### config.mk
export PLATFORM = sky130hd
export DESIGN_NAME = gimbal_command_packet_framer
export DESIGN_NICKNAME = d
export VERILOG_FILES = /design/src/hdl/gcpf_pkg.sv /design/src/hdl/gcpf_front.sv /design/src/hdl/gcpf_queue.sv /design/src/hdl/gcpf_back.sv /design/src/hdl/gimbal_command_packet_framer.sv
export SDC_FILE = /design/constraint.sdc
export NUM_CORES = 2
export LEC_CHECK = 0
export CORE_MARGIN = 2
export CORE_UTILIZATION = 35
export DETAILED_ROUTE_END_ITERATION = 7
export DONT_BUFFER_PORTS = 1
export GPL_ROUTABILITY_DRIVEN = 0
export SLEW_MARGIN = 15
export SYNTH_ARGS = -nofsm -noshare
export SYNTH_HDL_FRONTEND = slang
export SYNTH_HIERARCHICAL = 1
export SYNTH_SLANG_ARGS = --single-unit
### constraint.sdc
create_clock -name clk -period 22.1 [get_ports clk]
set_input_delay 2.21 -clock clk [delete_from_list [all_inputs] [get_ports clk]]
set_output_delay 2.21 -clock clk [all_outputs]
set_load 0.02 [all_outputs]
### src/hdl/gcpf_pkg.sv
`default_nettype none
package gcpf_pkg;

	// Command kinds
	typedef enum logic [1:0] {
		KIND_STOP     = 2'd0,
		KIND_FAULT    = 2'd1,
		KIND_RATE     = 2'd2,
		KIND_ATTITUDE = 2'd3
	} kind_t;

	// Configuration register indexes
	localparam logic [2:0] REG_HEADER   = 3'd0;
	localparam logic [2:0] REG_STOP     = 3'd1;
	localparam logic [2:0] REG_FAULT    = 3'd2;
	localparam logic [2:0] REG_RATE     = 3'd3;
	localparam logic [2:0] REG_ATTITUDE = 3'd4;

	localparam logic [15:0] CRC_INIT   = 16'hFFFF;
	localparam logic [15:0] CRC_POLY   = 16'hA001;
	localparam logic [24:0] TURN_Q     = 25'd23592960; // 360.0 in Q16.16
	localparam logic [12:0] TURN_RECIP = 13'd5826;     // ceil(2^18 / 45)
	localparam logic [14:0] TURN_BIAS  = 15'd4140;     // 45 * 92
	localparam logic [8:0]  TURN_OFFS  = 9'd92;
	localparam logic [3:0]  LAST_BYTE  = 4'd9;
	localparam logic [3:0]  CRC_LO     = 4'd8;

	// Live configuration
	typedef struct packed {
		logic [15:0] header_word;
		logic [7:0]  code_stop;
		logic [7:0]  code_fault;
		logic [7:0]  code_rate;
		logic [7:0]  code_attitude;
	} cfg_t;

	// One frame waiting for serialization
	typedef struct packed {
		logic [15:0] header_word;
		logic [7:0]  sequence_req;
		logic [7:0]  code;
		logic [15:0] yaw_word;
		logic [15:0] pitch_word;
	} frame_t;

	// floor(x / 360.0) for a Q16.16 value; 360.0 is 45 * 2^19
	function automatic logic signed [8:0] floor_turns(input logic signed [31:0] x);
		logic [14:0] tp;
		logic [26:0] prod;
		tp   = {{2{x[31]}}, x[31:19]} + TURN_BIAS;
		prod = 27'(tp[13:0]) * 27'(TURN_RECIP);
		return signed'(prod[26:18] - TURN_OFFS);
	endfunction

	// x - 360 * n with n nearest to x / 360, ties to even
	function automatic logic signed [25:0] wrap_turn(input logic signed [31:0] x,
			input logic signed [8:0] fl);
		logic signed [14:0] flm;
		logic signed [33:0] diff;
		logic [24:0] rem;
		logic [25:0] rem2;
		logic inc;
		flm  = 15'(fl) * 15'sd45;
		diff = 34'(x) - (34'(flm) <<< 19);
		rem  = diff[24:0];
		rem2 = {rem, 1'b0};
		inc  = (rem2 > {1'b0, TURN_Q}) || ((rem2 == {1'b0, TURN_Q}) && fl[0]);
		return inc ? signed'({1'b0, rem} - {1'b0, TURN_Q}) : signed'({1'b0, rem});
	endfunction

	// Q16.16 to int16, half away from zero, saturating
	function automatic logic [15:0] round_sat(input logic signed [38:0] p);
		logic [38:0] mag;
		logic [38:0] sum;
		logic [22:0] rnd;
		logic [15:0] res;
		mag = p[38] ? 39'(-p) : 39'(p);
		sum = mag + 39'd32768;
		rnd = sum[38:16];
		if (!p[38]) begin
			res = (rnd > 23'd32767) ? 16'h7FFF : rnd[15:0];
		end else begin
			res = (rnd > 23'd32768) ? 16'h8000 : 16'(16'd0 - rnd[15:0]);
		end
		return res;
	endfunction

	// CRC-16/MODBUS over one byte
	function automatic logic [15:0] crc_byte(input logic [15:0] crc, input logic [7:0] b);
		logic [15:0] c;
		c = crc ^ {8'h00, b};
		for (int i = 0; i < 8; i++) begin
			c = c[0] ? ((c >> 1) ^ CRC_POLY) : (c >> 1);
		end
		return c;
	endfunction

endpackage
`default_nettype wire

### src/hdl/gcpf_front.sv
`default_nettype none
module gcpf_front (
	input  wire logic                clk,
	input  wire logic                arst_n,
	input  wire logic                push,
	output logic                     full,
	input  wire logic [7:0]          sequence_req,
	input  wire logic [1:0]          kind,
	input  wire logic signed [31:0]  yaw_cmd,
	input  wire logic signed [31:0]  pitch_cmd,
	input  wire gcpf_pkg::cfg_t      cfg,
	output logic                     enq_valid,
	output gcpf_pkg::frame_t         enq_data,
	input  wire logic                enq_ready
);
	import gcpf_pkg::*;

	logic adv;
	logic v_s1, v_s2, v_s3, v_s4;
	kind_t kind_s1, kind_s2, kind_s3, kind_s4;
	logic [7:0] seq_s1, seq_s2, seq_s3, seq_s4;
	logic [7:0] code_s1, code_s2, code_s3, code_s4;
	logic signed [31:0] x_s1 [2];
	logic signed [8:0]  fl_s1 [2];
	logic signed [31:0] v_val_s2 [2];
	logic signed [38:0] p_s3 [2];
	logic [15:0] word_s4 [2];
	logic [7:0] code_sel;
	logic send_words;

	// Whole pipeline moves when the last stage can drain
	assign adv  = !v_s4 || enq_ready;
	assign full = !adv;

	// Pick the mode byte for the incoming kind
	always_comb begin
		unique case (kind_t'(kind))
			KIND_STOP:     code_sel = cfg.code_stop;
			KIND_FAULT:    code_sel = cfg.code_fault;
			KIND_RATE:     code_sel = cfg.code_rate;
			KIND_ATTITUDE: code_sel = cfg.code_attitude;
			default:       code_sel = cfg.code_stop;
		endcase
	end

	// Advance valid flags
	always_ff @(posedge clk or negedge arst_n) begin
		if (!arst_n) begin
			v_s1 <= 1'b0;
			v_s2 <= 1'b0;
			v_s3 <= 1'b0;
			v_s4 <= 1'b0;
		end else if (adv) begin
			v_s1 <= push;
			v_s2 <= v_s1;
			v_s3 <= v_s2;
			v_s4 <= v_s3;
		end
	end

	// Advance payload: turn count, wrap and select, scale, round
	always_ff @(posedge clk) begin
		if (adv) begin
			kind_s1  <= kind_t'(kind);
			seq_s1   <= sequence_req;
			code_s1  <= code_sel;
			x_s1[0]  <= yaw_cmd;
			x_s1[1]  <= pitch_cmd;
			fl_s1[0] <= floor_turns(yaw_cmd);
			fl_s1[1] <= floor_turns(pitch_cmd);

			kind_s2 <= kind_s1;
			seq_s2  <= seq_s1;
			code_s2 <= code_s1;
			for (int i = 0; i < 2; i++) begin
				v_val_s2[i] <= (kind_s1 == KIND_ATTITUDE) ?
					32'(wrap_turn(x_s1[i], fl_s1[i])) : x_s1[i];
			end

			kind_s3 <= kind_s2;
			seq_s3  <= seq_s2;
			code_s3 <= code_s2;
			for (int i = 0; i < 2; i++) begin
				p_s3[i] <= 39'(v_val_s2[i]) * 39'sd100;
			end

			kind_s4 <= kind_s3;
			seq_s4  <= seq_s3;
			code_s4 <= code_s3;
			for (int i = 0; i < 2; i++) begin
				word_s4[i] <= round_sat(p_s3[i]);
			end
		end
	end

	// Stop and fault carry zero words
	assign send_words = (kind_s4 == KIND_RATE) || (kind_s4 == KIND_ATTITUDE);

	assign enq_valid             = v_s4;
	assign enq_data.header_word  = cfg.header_word;
	assign enq_data.sequence_req = seq_s4;
	assign enq_data.code         = code_s4;
	assign enq_data.yaw_word     = send_words ? word_s4[0] : 16'h0000;
	assign enq_data.pitch_word   = send_words ? word_s4[1] : 16'h0000;

endmodule
`default_nettype wire

### src/hdl/gcpf_queue.sv
`default_nettype none
module gcpf_queue (
	input  wire logic              clk,
	input  wire logic              arst_n,
	input  wire logic              wr_valid,
	output logic                   wr_ready,
	input  wire gcpf_pkg::frame_t  wr_data,
	output logic                   rd_valid,
	input  wire logic              rd_take,
	output gcpf_pkg::frame_t       rd_data
);
	import gcpf_pkg::*;

	frame_t slot_q [2];
	logic wr_ptr_q, rd_ptr_q;
	logic [1:0] count_q;
	logic do_wr, do_rd;

	assign wr_ready = (count_q != 2'd2);
	assign rd_valid = (count_q != 2'd0);
	assign rd_data  = slot_q[rd_ptr_q];
	assign do_wr    = wr_valid && wr_ready;
	assign do_rd    = rd_take && rd_valid;

	// Track pointers and fill level
	always_ff @(posedge clk or negedge arst_n) begin
		if (!arst_n) begin
			wr_ptr_q <= 1'b0;
			rd_ptr_q <= 1'b0;
			count_q  <= 2'd0;
		end else begin
			if (do_wr) wr_ptr_q <= !wr_ptr_q;
			if (do_rd) rd_ptr_q <= !rd_ptr_q;
			count_q <= count_q + 2'(do_wr) - 2'(do_rd);
		end
	end

	// Store frames
	always_ff @(posedge clk) begin
		if (do_wr) slot_q[wr_ptr_q] <= wr_data;
	end

endmodule
`default_nettype wire

### src/hdl/gcpf_back.sv
`default_nettype none
module gcpf_back (
	input  wire logic              clk,
	input  wire logic              arst_n,
	input  wire logic              frm_valid,
	input  wire gcpf_pkg::frame_t  frm_data,
	output logic                   frm_take,
	output logic                   empty,
	input  wire logic              pop,
	output logic [7:0]             packet_byte,
	output logic                   last
);
	import gcpf_pkg::*;

	logic [3:0]  idx_q;
	logic [15:0] crc_q;
	logic        out_v_q;
	logic [7:0]  byte_q;
	logic        last_q;
	logic [7:0]  cur_byte;
	logic        load;

	// Output register frees when empty or taken
	assign load     = frm_valid && (!out_v_q || pop);
	assign frm_take = load && (idx_q == LAST_BYTE);

	// Select the byte for the current position
	always_comb begin
		unique case (idx_q)
			4'd0:    cur_byte = frm_data.header_word[7:0];
			4'd1:    cur_byte = frm_data.header_word[15:8];
			4'd2:    cur_byte = frm_data.sequence_req;
			4'd3:    cur_byte = frm_data.code;
			4'd4:    cur_byte = frm_data.yaw_word[7:0];
			4'd5:    cur_byte = frm_data.yaw_word[15:8];
			4'd6:    cur_byte = frm_data.pitch_word[7:0];
			4'd7:    cur_byte = frm_data.pitch_word[15:8];
			CRC_LO:  cur_byte = crc_q[7:0];
			default: cur_byte = crc_q[15:8];
		endcase
	end

	// Step through the frame and fold bytes into the CRC
	always_ff @(posedge clk or negedge arst_n) begin
		if (!arst_n) begin
			idx_q   <= 4'd0;
			crc_q   <= CRC_INIT;
			out_v_q <= 1'b0;
		end else begin
			if (load) begin
				out_v_q <= 1'b1;
				if (idx_q == LAST_BYTE) begin
					idx_q <= 4'd0;
					crc_q <= CRC_INIT;
				end else begin
					idx_q <= idx_q + 4'd1;
					if (idx_q < CRC_LO) crc_q <= crc_byte(crc_q, cur_byte);
				end
			end else if (pop) begin
				out_v_q <= 1'b0;
			end
		end
	end

	// Hold the byte on the output register
	always_ff @(posedge clk) begin
		if (load) begin
			byte_q <= cur_byte;
			last_q <= (idx_q == LAST_BYTE);
		end
	end

	assign empty       = !out_v_q;
	assign packet_byte = byte_q;
	assign last        = last_q;

endmodule
`default_nettype wire

### src/hdl/gimbal_command_packet_framer.sv
// Gimbal command framer: one command in, one 10-byte frame out.
// Command side: drive sequence_req, kind, yaw_cmd, pitch_cmd with push;
// a command is taken on a clock edge with push high and full low.
// Frame side: while empty is low, packet_byte/last show the oldest byte;
// pop takes it. Bytes go out least significant first, last marks the
// CRC high byte (tenth byte).
// Configuration: cfg_valid with cfg_index/cfg_data writes one register
// (0 header word, 1..4 mode bytes for stop, fault, rate, attitude);
// cfg_ready is always high, unknown indexes are dropped. Write only idle.
// Path: a taken command loads the first encode stage, passes three more, then
// the frame queue and the output register, where its first byte shows.
// Throughput: one byte per cycle while pop stays high, so the byte serializer
// sets the command rate; the encoder takes a command every cycle while full is
// low, and a 2-frame queue decouples it from the serializer.
// A stalled pop holds the output byte; the queue then fills and full rises.
// Reset clears the pipeline, queue and serializer and loads register
// defaults (header 0, mode bytes 0, 1, 2, 3).
`default_nettype none
module gimbal_command_packet_framer (
	input  wire logic               clk,
	input  wire logic               arst_n,
	input  wire logic               push,
	output logic                    full,
	input  wire logic [7:0]         sequence_req,
	input  wire logic [1:0]         kind,
	input  wire logic signed [31:0] yaw_cmd,
	input  wire logic signed [31:0] pitch_cmd,
	output logic                    empty,
	input  wire logic               pop,
	output logic [7:0]              packet_byte,
	output logic                    last,
	input  wire logic               cfg_valid,
	output logic                    cfg_ready,
	input  wire logic [2:0]         cfg_index,
	input  wire logic [15:0]        cfg_data
);
	import gcpf_pkg::*;

	cfg_t   cfg_q;
	logic   enq_valid, enq_ready;
	frame_t enq_data;
	logic   frm_valid, frm_take;
	frame_t frm_data;

	assign cfg_ready = 1'b1;

	// Write configuration registers
	always_ff @(posedge clk or negedge arst_n) begin
		if (!arst_n) begin
			cfg_q.header_word   <= 16'h0000;
			cfg_q.code_stop     <= 8'd0;
			cfg_q.code_fault    <= 8'd1;
			cfg_q.code_rate     <= 8'd2;
			cfg_q.code_attitude <= 8'd3;
		end else if (cfg_valid && cfg_ready) begin
			unique case (cfg_index)
				REG_HEADER:   cfg_q.header_word   <= cfg_data;
				REG_STOP:     cfg_q.code_stop     <= cfg_data[7:0];
				REG_FAULT:    cfg_q.code_fault    <= cfg_data[7:0];
				REG_RATE:     cfg_q.code_rate     <= cfg_data[7:0];
				REG_ATTITUDE: cfg_q.code_attitude <= cfg_data[7:0];
				default:      ;
			endcase
		end
	end

	gcpf_front u_front (
		.clk          (clk),
		.arst_n       (arst_n),
		.push         (push),
		.full         (full),
		.sequence_req (sequence_req),
		.kind         (kind),
		.yaw_cmd      (yaw_cmd),
		.pitch_cmd    (pitch_cmd),
		.cfg          (cfg_q),
		.enq_valid    (enq_valid),
		.enq_data     (enq_data),
		.enq_ready    (enq_ready)
	);

	gcpf_queue u_queue (
		.clk      (clk),
		.arst_n   (arst_n),
		.wr_valid (enq_valid),
		.wr_ready (enq_ready),
		.wr_data  (enq_data),
		.rd_valid (frm_valid),
		.rd_take  (frm_take),
		.rd_data  (frm_data)
	);

	gcpf_back u_back (
		.clk         (clk),
		.arst_n      (arst_n),
		.frm_valid   (frm_valid),
		.frm_data    (frm_data),
		.frm_take    (frm_take),
		.empty       (empty),
		.pop         (pop),
		.packet_byte (packet_byte),
		.last        (last)
	);

endmodule
`default_nettype wire
==> impl_metrics.csv <==
group,metric,value,unit
run_status,outcome,"finished clean",
worst_setup_path,crit_buf_inv,4,
clocking,cts_sinks,529,
logic_synthesis,syn_inst,3225,
worst_setup_path,slowest_stage,"fa_1",
final_layout,syn_to_final_growth,9.28,%
sta,fin_crit,7.82,ns
worst_setup_path,critPathTopFamily,"adder cells",
worst_setup_path,crit_type,"in2reg",
sta,setup_tns,0,ns
routing,first_pass_iters,7,
final_layout,layout_commonest_cell,"inv_1",
final_layout,drive_gt1_share,11.0,%
routing,first_iter_violations,1138,
die,num_rows,118,
routing,vias_per_cell,4.89,
worst_setup_path,crit_path_max_incr_delay,0.55,ns
final_layout,layout_common_cells,"516 x inv_1, 452 x edfxtp_1, 353 x ha_1",
sta,setup_viol_count_final,0,
worst_setup_path,cp-endpoint,"u_front/fl_s1[0][14]",
sta,relSlewSlack,31.1,%
sta,max_freq,0.128,GHz
worst_setup_path,r2r_end,"u_front/word_s4[0][26]",
logic_synthesis,synth_edf_count,452,
clocking,hold_buffers,0,
sta,finalMaxSlewViolations,0,
routing,drtAntennaViolNets,0,
logic_synthesis,yosys-mux-area-fraction,5.17,%
logic_synthesis,ys_seq_area_share,42.4,%
logic_synthesis,synth_top_family_by_area,"adder cells",
routing,wirelength,70.5,mm
die,dieWidth,328,um
worst_setup_path,cp-end-kind,"flop",
worst_setup_path,cp_max_fo,6,
sta,period_share,35.4,%
worst_setup_path,crit_cells,25,
clocking,insertion_delay,0.66,ns
routing,avgRoutedWirePerCell,15.2,um
sta,skew,0.0523,ns
placement,pre_cts_slack,13.55,ns
sta,worst_pin_slew,1.03,ns
worst_setup_path,crit_arrival,8.23,ns
routing,drc,0,
die,dieArea,0.107,mm^2
logic_synthesis,synth-compound-area-share,10.2,%
worst_hold_path,hp-class,"reg2reg",
clocking,clk_pin_slew_worst_paths,0.06,ns
flow_run,cap_viol_max_count,0,
logic_synthesis,synth_xor_area_share,6.07,%
die,ioPinCount,110,
logic_synthesis,ys_types,128,
placement,port_buffers,0,
clocking,cts_tree,"done",
global_route,overflow,0,
routing,vias,22600,
clocking,postCtsSetupBuffers,0,
worst_setup_path,required,22.51,ns
logic_synthesis,async_reset_ff_share,14.6,%
clocking,numCtsBuffers,61,
logic_synthesis,synthAdderAreaFrac,19.6,%
global_route,antenna_found_initial,1,
sta,grt_setup_unrepaired,"no",
placement,hpwlAfterDp,52.3,mm
clocking,clockBufferDepth,3,
sta,setup_ws,14.28,ns
sta,finalHoldViolCount,0,
die,die_y,328,um
logic_synthesis,syn_area,0.0366,mm^2
global_route,grt_usage,13.3,%
final_layout,final_util,38.6,%
global_route,grt_pass1_vias,23100,
logic_synthesis,yosysWarnings,6,
logic_synthesis,syn_nets,3813,
clocking,cts_resized,0,
final_layout,nets,3786,
logic_synthesis,synth_ff_type,"edfxtp_1",
worst_setup_path,crit_start,"pitch_cmd[21]",
logic_synthesis,synthSimpleGateAreaFrac,9.67,%
worst_setup_path,worstReg2RegStart,"u_front/p_s3[0][49]",
worst_setup_path,cp-start-kind,"primary input",
die,initial_utilization,35.4,%
clocking,htreeDepth,2,
worst_setup_path,rrSetupSlack,16.80,ns
clocking,root_buffer,"clkbuf_16",
worst_setup_path,reg2reg_depth,16,
die,core-area,0.104,mm^2
global_route,grt_pass1_wl,118,mm
global_route,grt_max_degree,128,
logic_synthesis,avgSynthCellArea,11.4,um^2
logic_synthesis,synth-seq-cells,529,
[flip-flops by register name, summed over array words and instances (netlist names), 12 cells and up]
register          count
u_front/fl_s1        12
cfg_q                48
u_front/x_s1         64
u_front/v_val_s2     64
u_front/p_s3         74
u_front/word_s4      32
u_queue/slot_q      128
u_back/crc_q         16
[worst register-to-register path, delay by kind of cell (launching register included)]
kind	cells	cell delay, ns
DFF	1	0.44
and+or+nand+nor	8	2.44
adders and majority gates	1	0.28
xor gates and xnor gates	2	0.35
AOI/OAI and AO/OA	5	1.58
[worst min path at each step]
stage	slack, ns	end	startpoint	depth (start not counted)
floorplan	0.40	u_front/code_s2[0]	u_front/code_s1[0]	0
global placement	0.40	u_front/seq_s2[2]	u_front/seq_s1[2]	0
detailed placement	0.40	u_front/code_s4[0]	u_front/code_s3[0]	0
CTS	0.42	u_front/code_s2[0]	u_front/code_s1[0]	0
global route	0.42	u_front/code_s2[0]	u_front/code_s1[0]	0
finish	0.42	u_front/code_s2[0]	u_front/code_s1[0]	0
[per-stage QoR]
step,hold slack (ns),area (um^2),instances
after floorplan,0.400,36600,3225
after global placement,0.403,37900,4515
after detailed placement,0.405,37900,4515
after CTS,0.420,40000,4631
after global routing,0.421,40000,4632
final,0.418,40000,4632
[layout make-up]
class	count	area (um^2)
Antenna cell	1	2.50
Clock buffer	73	1590
Clock inverter	43	532
Fill cell	10100	63600
Inverter	518	1950
Multi-Input combinational cell	2071	18600
Sequential cell	529	15500
Tap cell	1380	1730
Timing Repair Buffer	17	128
[synthesized netlist by cell type, types with 9 or more instances]
library cell | count | area share [%]
and2_1 | 42 | 0.72
nand3_1 | 54 | 0.74
mux2_2 | 126 | 3.9
o22ai_1 | 15 | 0.26
nor2b_1 | 26 | 0.44
clkbuf_1 | 51 | 0.52
o21a_1 | 24 | 0.49
o22a_1 | 9 | 0.22
or3_1 | 16 | 0.27
or4_1 | 10 | 0.20
and4_1 | 13 | 0.31
nand2b_1 | 21 | 0.36
a31oi_1 | 17 | 0.29
a211oi_1 | 16 | 0.33
a21oi_1 | 120 | 1.6
buf_6 | 11 | 0.34
nor3_1 | 71 | 0.97
fa_1 | 137 | 7.5
ha_1 | 353 | 12
nand4_1 | 22 | 0.38
buf_4 | 23 | 0.47
a21o_1 | 47 | 0.96
xor2_1 | 66 | 1.6
nand2_1 | 132 | 1.4
o211ai_1 | 10 | 0.20
nor2_1 | 122 | 1.2
dfstp_2 | 20 | 1.4
buf_2 | 20 | 0.27
o21ai_0 | 92 | 1.3
mux2i_1 | 27 | 0.74
inv_1 | 517 | 5.3
xnor2_1 | 169 | 4.0
a211o_1 | 10 | 0.24
or2_2 | 17 | 0.29
nor4_1 | 26 | 0.44
o31ai_1 | 14 | 0.29
edfxtp_1 | 452 | 37
o21bai_1 | 14 | 0.29
dfrtp_1 | 57 | 3.9
and3_1 | 25 | 0.43
[metal layers]
layer | routed length (um) | GRT usage (%)
met5 | 0 | 0
met1 | 32900 | 17.5
met3 | 2030 | 1.63
met2 | 33700 | 22.7
met4 | 1920 | 4.32
[logic make-up after synthesis]
| logic type | after synthesis |
|---|---|
| other | 1 |
| AND/OR/NAND/NOR | 651 |
| XOR/XNOR | 243 |
| flip-flops | 529 |
| buffers and inverters | 625 |
| multiplexers | 163 |
| adder cells (fa/ha/maj) | 491 |
| AO/OA/AOI/OAI | 522 |
Power is left out: the tool's default activity adds up to more than one toggle a clock period on the data nets, which glitch-free logic cannot reach.
